$ cat src/sstf_disk_request_scheduler_core_defines.svh
// ---------------------------------------------------------------------------
// SSTF scheduler assertion macros
// Concurrent assertion helpers; empty when SYNTHESIS is defined.
// ---------------------------------------------------------------------------
`ifndef SSTF_DISK_REQUEST_SCHEDULER_CORE_DEFINES_SVH
`define SSTF_DISK_REQUEST_SCHEDULER_CORE_DEFINES_SVH

`ifndef SYNTHESIS

`define SSTF_ASSERT_ALWAYS(label, clk, rst_n, expr) \
    label: assert property (@(posedge clk) disable iff (!rst_n) (expr)) \
        else $error("assertion failed");

`define SSTF_ASSERT_IMPLIES(label, clk, rst_n, ante, cons) \
    label: assert property (@(posedge clk) disable iff (!rst_n) (ante) |-> (cons)) \
        else $error("assertion failed");

`define SSTF_ASSERT_NEXT(label, clk, rst_n, ante, cons) \
    label: assert property (@(posedge clk) disable iff (!rst_n) (ante) |=> (cons)) \
        else $error("assertion failed");

`else

`define SSTF_ASSERT_ALWAYS(label, clk, rst_n, expr)

`define SSTF_ASSERT_IMPLIES(label, clk, rst_n, ante, cons)

`define SSTF_ASSERT_NEXT(label, clk, rst_n, ante, cons)

`endif

`endif

$ cat src/sstf_pkg.sv
// ---------------------------------------------------------------------------
// SSTF scheduler package
// Shared widths, codes, item structs and state encoding.
// ---------------------------------------------------------------------------
package sstf_pkg;

    localparam int TrackW       = 10;
    localparam int IdW          = 4;
    localparam int CountW       = 5;
    localparam int CfgIdxW      = 1;
    localparam int CfgDataW     = 5;
    localparam int IdCount      = 2 ** IdW;
    localparam int SlotsDefault = 16;

    localparam logic [CountW-1:0] QueueLimitReset = CountW'(1);
    localparam logic [CountW-1:0] ReqCountReset   = CountW'(1);

    typedef enum logic [1:0] {
        ST_OK      = 2'd0,
        ST_BUSY    = 2'd1,
        ST_RETIRED = 2'd2
    } t_status;

    typedef enum logic {
        OP_SUBMIT = 1'b0,
        OP_RETIRE = 1'b1
    } t_op;

    typedef enum logic [CfgIdxW-1:0] {
        CFG_QUEUE_LIMIT = 1'b0,
        CFG_REQ_COUNT   = 1'b1
    } t_cfg_reg;

    typedef enum logic [2:0] {
        S_IDLE,
        S_CHECK,
        S_SCAN,
        S_DRAIN,
        S_SERVE,
        S_OUT
    } t_state;

    typedef struct packed {
        logic              operation;
        logic [IdW-1:0]    requester_id;
        logic [TrackW-1:0] track;
    } t_in_item;

    typedef struct packed {
        t_status           status;
        logic              served;
        logic [IdW-1:0]    served_id;
        logic [TrackW-1:0] served_track;
    } t_out_item;

    typedef struct packed {
        logic start;
        logic cmp_en;
    } t_scan_ctl;

    typedef struct packed {
        logic              found;
        logic [TrackW-1:0] track;
    } t_scan_res;

endpackage

$ cat src/sstf_track_ram.sv
// ---------------------------------------------------------------------------
// SSTF track memory
// One write port, one read port, registered read data.
// ---------------------------------------------------------------------------
module sstf_track_ram #(
    parameter int DEPTH = sstf_pkg::IdCount,
    localparam int AW   = (DEPTH > 1) ? $clog2(DEPTH) : 1
) (
    input  logic                        i_clk,
    input  logic                        i_we,
    input  logic [AW-1:0]               i_waddr,
    input  logic [sstf_pkg::TrackW-1:0] i_wdata,
    input  logic                        i_re,
    input  logic [AW-1:0]               i_raddr,
    output logic [sstf_pkg::TrackW-1:0] o_rdata
);
    import sstf_pkg::*;

    logic [TrackW-1:0] mem [DEPTH];
    logic [TrackW-1:0] r_rdata;

    always_ff @(posedge i_clk) begin
        if (i_we) begin
            mem[i_waddr] <= i_wdata;
        end
    end

    always_ff @(posedge i_clk) begin
        if (i_re) begin
            r_rdata <= mem[i_raddr];
        end
    end

    assign o_rdata = r_rdata;

endmodule

$ cat src/sstf_nearest.sv
// ---------------------------------------------------------------------------
// SSTF nearest-track tracker
// Takes one slot per cycle while cmp_en is set and keeps the valid slot
// nearest the head; strict less-than keeps the lowest id on a tie.
// ---------------------------------------------------------------------------
module sstf_nearest #(
    parameter int DEPTH = sstf_pkg::IdCount,
    localparam int AW   = (DEPTH > 1) ? $clog2(DEPTH) : 1
) (
    input  logic                        i_clk,
    input  logic                        i_rst_n,
    input  sstf_pkg::t_scan_ctl         i_ctl,
    input  logic [AW-1:0]               i_cmp_idx,
    input  logic                        i_slot_valid,
    input  logic [sstf_pkg::TrackW-1:0] i_track,
    input  logic [sstf_pkg::TrackW-1:0] i_head,
    output logic [AW-1:0]               o_best_idx,
    output sstf_pkg::t_scan_res         o_res
);
    import sstf_pkg::*;

    logic              r_found;
    logic [TrackW-1:0] r_best_d;
    logic [AW-1:0]     r_best_idx;
    logic [TrackW-1:0] r_best_trk;
    logic [TrackW-1:0] w_dist;
    logic              w_take;

    assign w_dist = (i_track > i_head) ? (i_track - i_head) : (i_head - i_track);
    assign w_take = i_ctl.cmp_en && i_slot_valid && (!r_found || (w_dist < r_best_d));

    always_ff @(posedge i_clk) begin
        if (!i_rst_n) begin
            r_found <= 1'b0;
        end else if (i_ctl.start) begin
            r_found <= 1'b0;
        end else if (w_take) begin
            r_found <= 1'b1;
        end
    end

    always_ff @(posedge i_clk) begin
        if (w_take) begin
            r_best_d   <= w_dist;
            r_best_idx <= i_cmp_idx;
            r_best_trk <= i_track;
        end
    end

    assign o_best_idx  = r_best_idx;
    assign o_res.found = r_found;
    assign o_res.track = r_best_trk;

endmodule

$ cat src/sstf_disk_request_scheduler_core.sv
// ---------------------------------------------------------------------------
// SSTF disk request scheduler core
// Per-requester slots, nearest-track service with lowest-id tie break.
// ---------------------------------------------------------------------------
//  channel  | direction | handshake                | payload
//  in       | input     | i_in_valid / o_in_ready  | i_in_item  (t_in_item)
//  out      | output    | o_out_valid / i_out_ready| o_out_item (t_out_item)
//  cfg      | input     | i_cfg_we                 | i_cfg_idx, i_cfg_data
//
//  One item at a time: IDLE, CHECK, SCAN, DRAIN, SERVE, OUT for an item that
//  triggers a serve, with SCAN over DEPTH = min(SLOTS, 16) slots; IDLE, CHECK,
//  OUT otherwise. The serve scan reads one track per cycle from the track
//  memory's single read port.
//  Reset: synchronous, active low; clears slots, flags, counters and head.
//  A stalled output holds the result in the output register; the next item
//  is taken while it waits, and its result waits for the register to free.
// ---------------------------------------------------------------------------
`include "sstf_disk_request_scheduler_core_defines.svh"

module sstf_disk_request_scheduler_core #(
    parameter int SLOTS = sstf_pkg::SlotsDefault
) (
    input  logic                          i_clk,
    input  logic                          i_rst_n,
    input  logic                          i_in_valid,
    output logic                          o_in_ready,
    input  sstf_pkg::t_in_item            i_in_item,
    output logic                          o_out_valid,
    input  logic                          i_out_ready,
    output sstf_pkg::t_out_item           o_out_item,
    input  logic                          i_cfg_we,
    input  logic [sstf_pkg::CfgIdxW-1:0]  i_cfg_idx,
    input  logic [sstf_pkg::CfgDataW-1:0] i_cfg_data
);
    import sstf_pkg::*;

    localparam int Depth = (SLOTS < IdCount) ? SLOTS : IdCount;
    localparam int AW    = (Depth > 1) ? $clog2(Depth) : 1;
    localparam logic [8:0]    SlotsW    = 9'(SLOTS);
    localparam logic [AW-1:0] LastIdx   = AW'(Depth - 1);

    t_state            r_state, n_state;
    logic [Depth-1:0]  r_slot_valid, n_slot_valid;
    logic [Depth-1:0]  r_retired, n_retired;
    logic [CountW-1:0] r_ret_count, n_ret_count;
    logic [CountW-1:0] r_pending, n_pending;
    logic [TrackW-1:0] r_head, n_head;
    logic [CountW-1:0] r_queue_limit, n_queue_limit;
    logic [CountW-1:0] r_req_count, n_req_count;
    t_status           r_status, n_status;
    logic              r_served, n_served;
    logic [IdW-1:0]    r_sid, n_sid;
    logic [TrackW-1:0] r_strk, n_strk;
    logic [AW-1:0]     r_rd_idx, n_rd_idx;
    logic              r_cmp_en, n_cmp_en;
    logic [AW-1:0]     r_cmp_idx, n_cmp_idx;
    logic              r_out_valid, n_out_valid;
    t_out_item         r_out_item, n_out_item;

    logic [CountW-1:0] w_existing;
    logic [CountW-1:0] w_alive;
    logic [CountW-1:0] w_thresh;
    logic [AW-1:0]     w_id_idx;
    logic              w_known;
    logic              w_we;
    logic              w_re;
    logic [TrackW-1:0] w_rd_track;
    logic [AW-1:0]     w_best_idx;
    t_scan_ctl         w_ctl;
    t_scan_res         w_res;

    always_comb begin
        if ({4'b0, r_req_count} < SlotsW) begin
            w_existing = r_req_count;
        end else begin
            w_existing = CountW'(SLOTS);
        end
        w_alive  = (w_existing > r_ret_count) ? (w_existing - r_ret_count) : '0;
        w_thresh = (w_alive < r_queue_limit) ? w_alive : r_queue_limit;
    end

    assign w_id_idx = AW'(i_in_item.requester_id);
    assign w_known  = ({1'b0, i_in_item.requester_id} < w_existing) && !r_retired[w_id_idx];

    sstf_track_ram #(
        .DEPTH (Depth)
    ) u_track_ram (
        .i_clk   (i_clk),
        .i_we    (w_we),
        .i_waddr (w_id_idx),
        .i_wdata (i_in_item.track),
        .i_re    (w_re),
        .i_raddr (r_rd_idx),
        .o_rdata (w_rd_track)
    );

    sstf_nearest #(
        .DEPTH (Depth)
    ) u_nearest (
        .i_clk        (i_clk),
        .i_rst_n      (i_rst_n),
        .i_ctl        (w_ctl),
        .i_cmp_idx    (r_cmp_idx),
        .i_slot_valid (r_slot_valid[r_cmp_idx]),
        .i_track      (w_rd_track),
        .i_head       (r_head),
        .o_best_idx   (w_best_idx),
        .o_res        (w_res)
    );

    always_comb begin
        n_state       = r_state;
        n_slot_valid  = r_slot_valid;
        n_retired     = r_retired;
        n_ret_count   = r_ret_count;
        n_pending     = r_pending;
        n_head        = r_head;
        n_queue_limit = r_queue_limit;
        n_req_count   = r_req_count;
        n_status      = r_status;
        n_served      = r_served;
        n_sid         = r_sid;
        n_strk        = r_strk;
        n_rd_idx      = r_rd_idx;
        n_cmp_en      = 1'b0;
        n_cmp_idx     = r_cmp_idx;
        n_out_valid   = r_out_valid && !i_out_ready;
        n_out_item    = r_out_item;
        w_we          = 1'b0;
        w_re          = 1'b0;
        w_ctl         = '0;
        w_ctl.cmp_en  = r_cmp_en;
        o_in_ready    = 1'b0;

        if (i_cfg_we) begin
            if (i_cfg_idx == CFG_QUEUE_LIMIT) begin
                n_queue_limit = i_cfg_data;
            end else if (i_cfg_idx == CFG_REQ_COUNT) begin
                n_req_count = i_cfg_data;
            end
        end

        unique case (r_state)
            S_IDLE: begin
                o_in_ready = 1'b1;
                if (i_in_valid) begin
                    n_state = S_CHECK;
                    priority if (!w_known) begin
                        n_status = ST_RETIRED;
                    end else if (r_slot_valid[w_id_idx]) begin
                        n_status = ST_BUSY;
                    end else if (i_in_item.operation == OP_SUBMIT) begin
                        n_status               = ST_OK;
                        n_slot_valid[w_id_idx] = 1'b1;
                        w_we                   = 1'b1;
                        if (r_pending != '1) begin
                            n_pending = r_pending + CountW'(1);
                        end
                    end else begin
                        n_status            = ST_OK;
                        n_retired[w_id_idx] = 1'b1;
                        if (r_ret_count != '1) begin
                            n_ret_count = r_ret_count + CountW'(1);
                        end
                    end
                end
            end
            S_CHECK: begin
                if ((w_alive != '0) && (r_pending != '0) && (r_pending >= w_thresh)) begin
                    n_rd_idx    = '0;
                    w_ctl.start = 1'b1;
                    n_state     = S_SCAN;
                end else begin
                    n_served = 1'b0;
                    n_sid    = '0;
                    n_strk   = '0;
                    n_state  = S_OUT;
                end
            end
            S_SCAN: begin
                w_re      = 1'b1;
                n_cmp_en  = 1'b1;
                n_cmp_idx = r_rd_idx;
                if (r_rd_idx == LastIdx) begin
                    n_state = S_DRAIN;
                end else begin
                    n_rd_idx = r_rd_idx + AW'(1);
                end
            end
            S_DRAIN: begin
                n_state = S_SERVE;
            end
            S_SERVE: begin
                if (w_res.found) begin
                    n_served                 = 1'b1;
                    n_sid                    = IdW'(w_best_idx);
                    n_strk                   = w_res.track;
                    n_head                   = w_res.track;
                    n_slot_valid[w_best_idx] = 1'b0;
                    n_pending                = r_pending - CountW'(1);
                end else begin
                    n_served = 1'b0;
                    n_sid    = '0;
                    n_strk   = '0;
                end
                n_state = S_OUT;
            end
            S_OUT: begin
                if (!r_out_valid || i_out_ready) begin
                    n_out_valid             = 1'b1;
                    n_out_item.status       = r_status;
                    n_out_item.served       = r_served;
                    n_out_item.served_id    = r_sid;
                    n_out_item.served_track = r_strk;
                    n_state                 = S_IDLE;
                end
            end
            default: begin
                n_state = S_IDLE;
            end
        endcase
    end

    always_ff @(posedge i_clk) begin
        if (!i_rst_n) begin
            r_state       <= S_IDLE;
            r_slot_valid  <= '0;
            r_retired     <= '0;
            r_ret_count   <= '0;
            r_pending     <= '0;
            r_head        <= '0;
            r_queue_limit <= QueueLimitReset;
            r_req_count   <= ReqCountReset;
            r_cmp_en      <= 1'b0;
            r_out_valid   <= 1'b0;
        end else begin
            r_state       <= n_state;
            r_slot_valid  <= n_slot_valid;
            r_retired     <= n_retired;
            r_ret_count   <= n_ret_count;
            r_pending     <= n_pending;
            r_head        <= n_head;
            r_queue_limit <= n_queue_limit;
            r_req_count   <= n_req_count;
            r_cmp_en      <= n_cmp_en;
            r_out_valid   <= n_out_valid;
        end
    end

    always_ff @(posedge i_clk) begin
        r_status   <= n_status;
        r_served   <= n_served;
        r_sid      <= n_sid;
        r_strk     <= n_strk;
        r_rd_idx   <= n_rd_idx;
        r_cmp_idx  <= n_cmp_idx;
        r_out_item <= n_out_item;
    end

    assign o_out_valid = r_out_valid;
    assign o_out_item  = r_out_item;

    `SSTF_ASSERT_NEXT(a_one_item_at_a_time, i_clk, i_rst_n, i_in_valid && o_in_ready, !o_in_ready)
    `SSTF_ASSERT_ALWAYS(a_pending_matches_slots, i_clk, i_rst_n, r_pending == CountW'($countones(r_slot_valid)))
    `SSTF_ASSERT_IMPLIES(a_serve_has_winner, i_clk, i_rst_n, r_state == S_SERVE, w_res.found)

endmodule

$ cat config.mk
export PLATFORM = sky130hd
export DESIGN_NAME = sstf_disk_request_scheduler_core
export DESIGN_NICKNAME = d
export VERILOG_FILES = /design/src/sstf_pkg.sv /design/src/sstf_track_ram.sv /design/src/sstf_nearest.sv /design/src/sstf_disk_request_scheduler_core.sv
export VERILOG_INCLUDE_DIRS = /design/src /design/src/src
export SDC_FILE = /design/constraint.sdc
export NUM_CORES = 1
export LEC_CHECK = 0
export BUFFER_PORTS_ARGS = -buffer_cell sky130_fd_sc_hd__buf_2
export CORE_MARGIN = 5
export CORE_UTILIZATION = 56
export DETAILED_ROUTE_END_ITERATION = 12
export HOLD_SLACK_MARGIN = 0.15
export PLACE_DENSITY = 0.83
export SYNTH_ARGS = -nofsm -noshare
export SYNTH_HDL_FRONTEND = slang
export SYNTH_HIERARCHICAL = 1
export SYNTH_SLANG_ARGS = --single-unit
$ cat constraint.sdc
create_clock -name i_clk -period 5.8 [get_ports i_clk]
set_input_delay 0 -clock i_clk [delete_from_list [all_inputs] [get_ports i_clk]]
set_output_delay 0 -clock i_clk [all_outputs]
set_load 0.01 [all_outputs]
Word level (Yosys, flattened, before mapping)
Memories as Yosys holds them, arrays and structs flattened. A register that Yosys moved wholly into a read port is not among the register bits.
Cells that the tools add are included.
Widths: inputs -> output; s select.
- memory bits (writable): 160
- input port bits: 26
- bits in registers: 134
- memories: 1
- output and inout port bits: 19
- word-level logic and storage cells: 161
- memories (name ; words ; bits a word ; read ports ; clocked after Yosys merged registers in ; wr ports ; line ; text):
    u_track_ram.mem ; 16 ; 10 ; 1 ; 1 ; 1 ; sstf_track_ram.sv:19 ; logic [TrackW-1:0] mem [DEPTH];
- magnitude comparators: 12
- reductions and logical operators: 33
- eq/ne operators: 19
- $add $sub $neg: 7
- bitwise operators: 7
- mux-type cells: 58
- operator list (kind ; number):
    $mux 16 ; 5
    $mux 5 ; 9
    $or 16x16->16 ; 2
    $pmux 16 s2 ; 1
    $mux 10 ; 3
    $mux 1 ; 21
    $ne 2x2->1 const B ; 10
    $pmux 10 s2 ; 1
    $sub 10x10->10 ; 2
    $pmux 3 s6 ; 1
    $and 16x16->16 ; 1
    $mux 4 ; 4
    $not 16->16 ; 1
    $pmux 4 s2 ; 2
    $lt 4x5->1 const B ; 3
    $bmux 1 s4 ; 3
    $mux 3 ; 4
    $reduce_and 2->1 ; 6
    $reduce_and 6->1 ; 2
    $add 5x1->5 const B ; 2
    $gt 10x10->1 ; 1
    $lt 10x10->1 ; 1
    $ne 5x5->1 const B ; 2
    $pmux 5 s2 ; 1
    27 further kinds ; 48

Longest topological paths before layout
- depth in word-level cells: 11
- gate-level depth with buffers: 21
- depth with buffers taken out: 21

Hierarchy
Netlist, hierarchy kept.
- modules (own cells, without submodules) (module ; sequential area each (um^2) ; times used ; area an instance (um^2) ; cells each):
    sstf_track_ram ; 5104.9 ; 1 ; 6453.7 ; 279
    sstf_disk_request_scheduler_core ; 2602.5 ; 1 ; 5318.9 ; 496
    sstf_nearest ; 740.7 ; 1 ; 1853.0 ; 170

Worst setup path after synthesis
OpenSTA, ideal clock, no wires.
- kind: flip-flop to flip-flop
- start point: reg r_req_count[4]
- end point: reg r_served, enable pin
- slack: 0.315 ns
- data arrival time: 5.077 ns
- cell stages (with the launch flop): 18
- required time: 5.392 ns
- path through: dfxtp_1 > nand2b_1 > inv_1 > ha_1 > nor2b_1 > o31a_1 > a2111oi_0 > ha_1 > o21ai_0 > o21bai_1 > a21oi_1 > mux2_2 > ha_1 > o21ai_0 > a21oi_1 > o31a_1 > o31a_1 > o21ai_0
- word-level cells in the longest chain between the ends: 10
- ends and longest elaborated chain (what ; line ; text):
    start, declared ; sstf_disk_request_scheduler_core.sv:49 ; logic [CountW-1:0] r_req_count, n_req_count;
    start signal, assigned ; sstf_disk_request_scheduler_core.sv:233 ; r_req_count <= ReqCountReset;
    start signal, assigned ; sstf_disk_request_scheduler_core.sv:244 ; r_req_count <= n_req_count;
    $lt 5x5->1 ; sstf_disk_request_scheduler_core.sv:73 ; if ({4'b0, r_req_count} < SlotsW) begin
    $mux 5 (*) ; sstf_disk_request_scheduler_core.sv:73 ;
    $sub 5x5->5 or $gt 5x5->1 (tied branches) ; sstf_disk_request_scheduler_core.sv:78 ; w_alive = (w_existing > r_ret_count) ? (w_existing - r_ret_count) : '0;
    $mux 5 (*) ; sstf_disk_request_scheduler_core.sv:78 ;
    $lt 5x5->1 ; sstf_disk_request_scheduler_core.sv:79 ; w_thresh = (w_alive < r_queue_limit) ? w_alive : r_queue_limit;
    $mux 5 ; sstf_disk_request_scheduler_core.sv:79 ;
    $ge 5x5->1 ; sstf_disk_request_scheduler_core.sv:169 ; if ((w_alive != '0) && (r_pending != '0) && (r_pending >= w_thresh)) begin
    $logic_and 1x1->1 (*) ; sstf_disk_request_scheduler_core.sv:169 ;
    $ne 2x2->1 (no line) (*) ; n/a ;
    $reduce_and 2->1 (no line) (*) ; n/a ;
    end signal, assigned ; sstf_disk_request_scheduler_core.sv:252 ; r_served <= n_served;
    end, declared ; sstf_disk_request_scheduler_core.sv:51 ; logic r_served, n_served;
Every way passes the cells marked *; elsewhere a longest branch is shown, timed or not.
A chain may end at the register's enable or synchronous reset.

Worst setup path in the final report
- start point: reg r_req_count[4]
- end point: reg r_rd_idx[1], enable pin
- word-level cells in the longest chain between the ends: 10
- ends and longest elaborated chain (what ; line ; text):
    $lt 5x5->1 ; sstf_disk_request_scheduler_core.sv:73 ;
    $mux 5 (*) ; sstf_disk_request_scheduler_core.sv:73 ;
    $sub 5x5->5 or $gt 5x5->1 (tied branches) ; sstf_disk_request_scheduler_core.sv:78 ;
    $mux 5 (*) ; sstf_disk_request_scheduler_core.sv:78 ;
    $lt 5x5->1 ; sstf_disk_request_scheduler_core.sv:79 ;
    $mux 5 ; sstf_disk_request_scheduler_core.sv:79 ;
    $ge 5x5->1 ; sstf_disk_request_scheduler_core.sv:169 ;
    $logic_and 1x1->1 (*) ; sstf_disk_request_scheduler_core.sv:169 ;
    $ne 2x2->1 (no line) (*) ; n/a ;
    $reduce_and 3->1 (no line) (*) ; n/a ;
    end signal, assigned ; sstf_disk_request_scheduler_core.sv:255 ; r_rd_idx <= n_rd_idx;
    end, declared ; sstf_disk_request_scheduler_core.sv:54 ; logic [AW-1:0] r_rd_idx, n_rd_idx;
Marks and branches as above.

==> impl_metrics.env <==
export IMPL_layout_commonest_cell="edfxtp_1"
export IMPL_fin_skew_ps=10.4
export IMPL_arrival_ps=5770
export IMPL_holdPathStages=4
export IMPL_p_int_mw=3.73
export IMPL_reg2reg_to="r_rd_idx[1]"
export IMPL_powerDensity_nw_per_um2=307
export IMPL_drt_wirelength_per_cell_um=19.5
export IMPL_drt_iter0_markers=802
export IMPL_cts_tree="built"
export IMPL_drive_above_1_share_pct=14.5
export IMPL_htree_levels=1
export IMPL_yosys_most_used_dff="edfxtp_1"
export IMPL_p_sw_share_pct=21.9
export IMPL_hold_path_class="primary input to flip-flop"
export IMPL_final_cell_mix="edfxtp_1 (236), dfxtp_1 (68), inv_1 (53)"
export IMPL_worstReg2RegStart="r_req_count[4]"
export IMPL_netlist_area_um2=13600
export IMPL_numCtsBuffers=31
export IMPL_gp_congestion=0.889
export IMPL_grt_pass1_wl_mm=44.3
export IMPL_area_growth_pct=14.0
export IMPL_cp_data_required_time_ps=6110
export IMPL_yosysTopAreaCell="edfxtp_1"
export IMPL_holdPathEnd="r_slot_valid[6]"
export IMPL_drcViolationCount=0
export IMPL_fin_total_pwr_mw=4.77
export IMPL_vias=8199
export IMPL_viasPerCell=5.93
export IMPL_synth_cell_types=67
export IMPL_n_fill_cell=1708
export IMPL_portBuffers=44
export IMPL_topRoutingLayerUsed="met4"
export IMPL_synthCells=945
export IMPL_p_leak_nw=5.70
export IMPL_final_max_slew_viol_count=0
export IMPL_synth_simple_gate_area_share_pct=7.70
export IMPL_synthMuxAreaShare_pct=10.6
export IMPL_synth_seq_cells=304
export IMPL_area_sequential_um2=8450
export IMPL_drtAntennaViolNets=0
export IMPL_place_inst=1289
export IMPL_grtUsageTotal_pct=19.7
export IMPL_synth_seq_area_share_pct=62.0
export IMPL_worst_slack_ps=340
export IMPL_timing_fmax_mhz=183
export IMPL_met3_length_mm=1.66
export IMPL_ios=45
export IMPL_die_x_um=166
export IMPL_antenna_found_initial=0
export IMPL_synthArstFlopShare_pct=0
export IMPL_slew_headroom_pct=17.6
export IMPL_multiInputGateArea_um2=4770
export IMPL_n_antenna_cell=0
export IMPL_fp_row_count=57
export IMPL_pwr_share_clk_pct=42.1
export IMPL_yosysTopAreaCellShare_pct=52.0
export IMPL_dieArea_um2=27600
export IMPL_worstSkewPairLatency_ps=570
export IMPL_crit_chain="nand2b_1 -> inv_1 -> ha_1 -> nor2b_1 -> o31a_1 -> a2111oi_0 -> ha_1 -> o21ai_0 -> o21bai_1 -> a21oi_1 -> mux2_2 -> ha_1 -> o21ai_0 -> a21oi_1 -> o31a_1 -> o31a_1 -> and2_1 -> a21o_1"
export IMPL_cp_start_kind="flip-flop"
export IMPL_preCtsSetupSlack_ps=407
export IMPL_syn_num_nets=1026
export IMPL_dp_hpwl_mm=17.3
export IMPL_postSynthAreaPerCell_um2=14.4
export IMPL_synth_top_family_by_area="multiplexers"
export IMPL_die_height_um=166
export IMPL_worst_path_max_fanout=10
export IMPL_synth_fa_ha_area_share_pct=5.27
export IMPL_setup_viol=0
export IMPL_cap_viol_max_count=0
export IMPL_synthTopCellsByArea="edfxtp_1 (52%), dfxtp_1 (10%), mux4_2 (6.8%)"
export IMPL_hold_viol_final=0
export IMPL_nets=1115
export IMPL_wl_met2_mm=13.4
export IMPL_critical_path_class="flip-flop to flip-flop"
export IMPL_holdWs_ps=263
export IMPL_first_pass_iters=5
export IMPL_grt_max_degree=75
export IMPL_path_clk_slew_ps=60
export IMPL_coreArea_um2=24100
export IMPL_initial_core_util_pct=56.5
export IMPL_fin_crit_ps=5460
export IMPL_ff2ff_path_depth=18
export IMPL_pwr_share_comb_pct=7.0
export IMPL_final_cells=1383
export IMPL_finalSetupTns_ps=0
export IMPL_cts_root_buf="clkbuf_16"
export IMPL_met1Wirelength_mm=11.2
export IMPL_hold_path_startpoint="i_in_item[11]"
export IMPL_outcome="completed"
export IMPL_pwr_share_seq_pct=50.9
export IMPL_wl_mm=26.9
export IMPL_clock_sinks=304
export IMPL_synth_xor_area_share_pct=0.964
export IMPL_power_switching_mw=1.04
export IMPL_ir_drop_mv=0.286
export IMPL_cp_end_kind="flip-flop"
export IMPL_cp_slowest_stage_delay_ps=930
export IMPL_worst_slew_pin_slew_ps=1230
export IMPL_synth_enable_flop_cells=236
export IMPL_rsz0062_at_grt="no"
export IMPL_rrSetupSlack_ps=340
export IMPL_critPathSlowestCell="a2111oi_0"
export IMPL_grt_overflow_total=0
export IMPL_grt_pass1_vias=8427
export IMPL_synth_compound_area_share_pct=10.5
export IMPL_cts_max_path_buffers=3
export IMPL_period_share_pct=94.1
export IMPL_ys_warn_count=6
==> how the worst max path moves through the flow <==
| stage | start | end | slack (ps) | cells past startpoint |
|---|---|---|---|---|
| after floorplan | r_req_count[4] | r_served | 320 | 17 |
| after global placement | r_req_count[4] | r_rd_idx[1] | 610 | 18 |
| after detailed placement | r_req_count[4] | r_strk[2] | 410 | 18 |
| after CTS | r_req_count[4] | r_rd_idx[1] | 390 | 18 |
| after global routing | r_req_count[4] | r_sid[3] | 4 | 18 |
| final | r_req_count[4] | r_rd_idx[1] | 340 | 18 |
==> metal layers <==
metal	vias to the layer above	global-route usage [%]
met5	-	0
met4	0	5.85
met3	58	3.48
met2	295	34.2
met1	4021	25.7
li1	3825	-
==> registers in the layout, indices dropped and copies added, names as in the netlist, 5 cells and up <==
| name | flops |
|---|---|
| u_track_ram/o_rdata | 10 |
| o_out_item | 17 |
| r_ret_count | 5 |
| r_queue_limit | 5 |
| u_nearest/r_best_d | 10 |
| u_nearest/r_best_trk | 10 |
| r_retired | 16 |
| r_pending | 5 |
| r_strk | 10 |
| r_head | 10 |
| r_slot_valid | 16 |
| u_track_ram/mem | 160 |
| r_req_count | 5 |
==> what timing repair did <==
action                                 4_1_cts  5_1_grt
endpoints found under the hold margin      230        0
gates resized for setup                      0        0
setup buffers                                0        0
hold buffers                                36        0
==> cells by family after synthesis <==
| logic type | after synthesis |
|---|---|
| and+or+nand+nor | 202 |
| buffers and inverters | 90 |
| adders and majority gates | 55 |
| DFF | 304 |
| muxes | 73 |
| xor gates and xnor gates | 15 |
| AOI/OAI and AO/OA | 206 |
==> power by group through the flow <==
stage	Combinational, mW	Sequential [mW]	Clock [mW]
6_report	0.336	2.43	2.01
5_1_grt	0.370	2.43	2.15
4_1_cts	0.333	2.43	2.04
3_5_place_dp	0.311	2.47	0
3_3_place_gp	0.300	2.47	0
2_1_floorplan	0.219	2.47	0
==> synthesized netlist by cell type, types with 3 or more instances <==
master,count
edfxtp_1,236
fa_1,4
a221oi_1,3
nor2b_1,19
buf_1,7
nand3_1,22
nor2_1,44
ha_1,51
o31a_1,3
mux2i_1,18
nand2_1,37
and3_1,20
nand3b_1,3
dfxtp_1,68
xnor2_1,9
a311oi_1,4
a211oi_1,11
nor3b_1,3
clkbuf_1,18
a21o_1,18
a31oi_1,8
buf_6,4
mux4_1,12
xor2_1,6
a21boi_0,6
o21ai_0,33
mux4_2,41
a22oi_1,20
nand2b_1,13
and2_1,17
o21a_1,37
nor3_1,11
buf_4,5
inv_1,53
a21oi_1,36
==> critical path: cells and delay by family (launching register included) <==
kind | cells | cell delay [ps]
AO/OA/AOI/OAI | 10 | 2740
adder cells (fa/ha/maj) | 3 | 930
buffers and inverters | 1 | 70
flip-flops | 1 | 490
multiplexers | 1 | 410
AND/OR/NAND/NOR | 3 | 550
==> cell type report <==
class	instances	share of cell area, %
multi-input combinational	551	30.7
tap	324	2.61
clock inverter	20	1.42
clock buffer	38	5.29
inverter	53	1.28
timing repair buffer	93	4.36
sequential	304	54.4
==> stage by stage <==
stage / cell area (um^2) / util (%)
floorplan: 13600 / -
global placement: 14100 / 58.6
detailed placement: 14100 / 58.6
CTS: 15500 / 64.5
global route: 15500 / 64.5
finish: 15500 / 64.5
(Power assumes the default switching activity.)
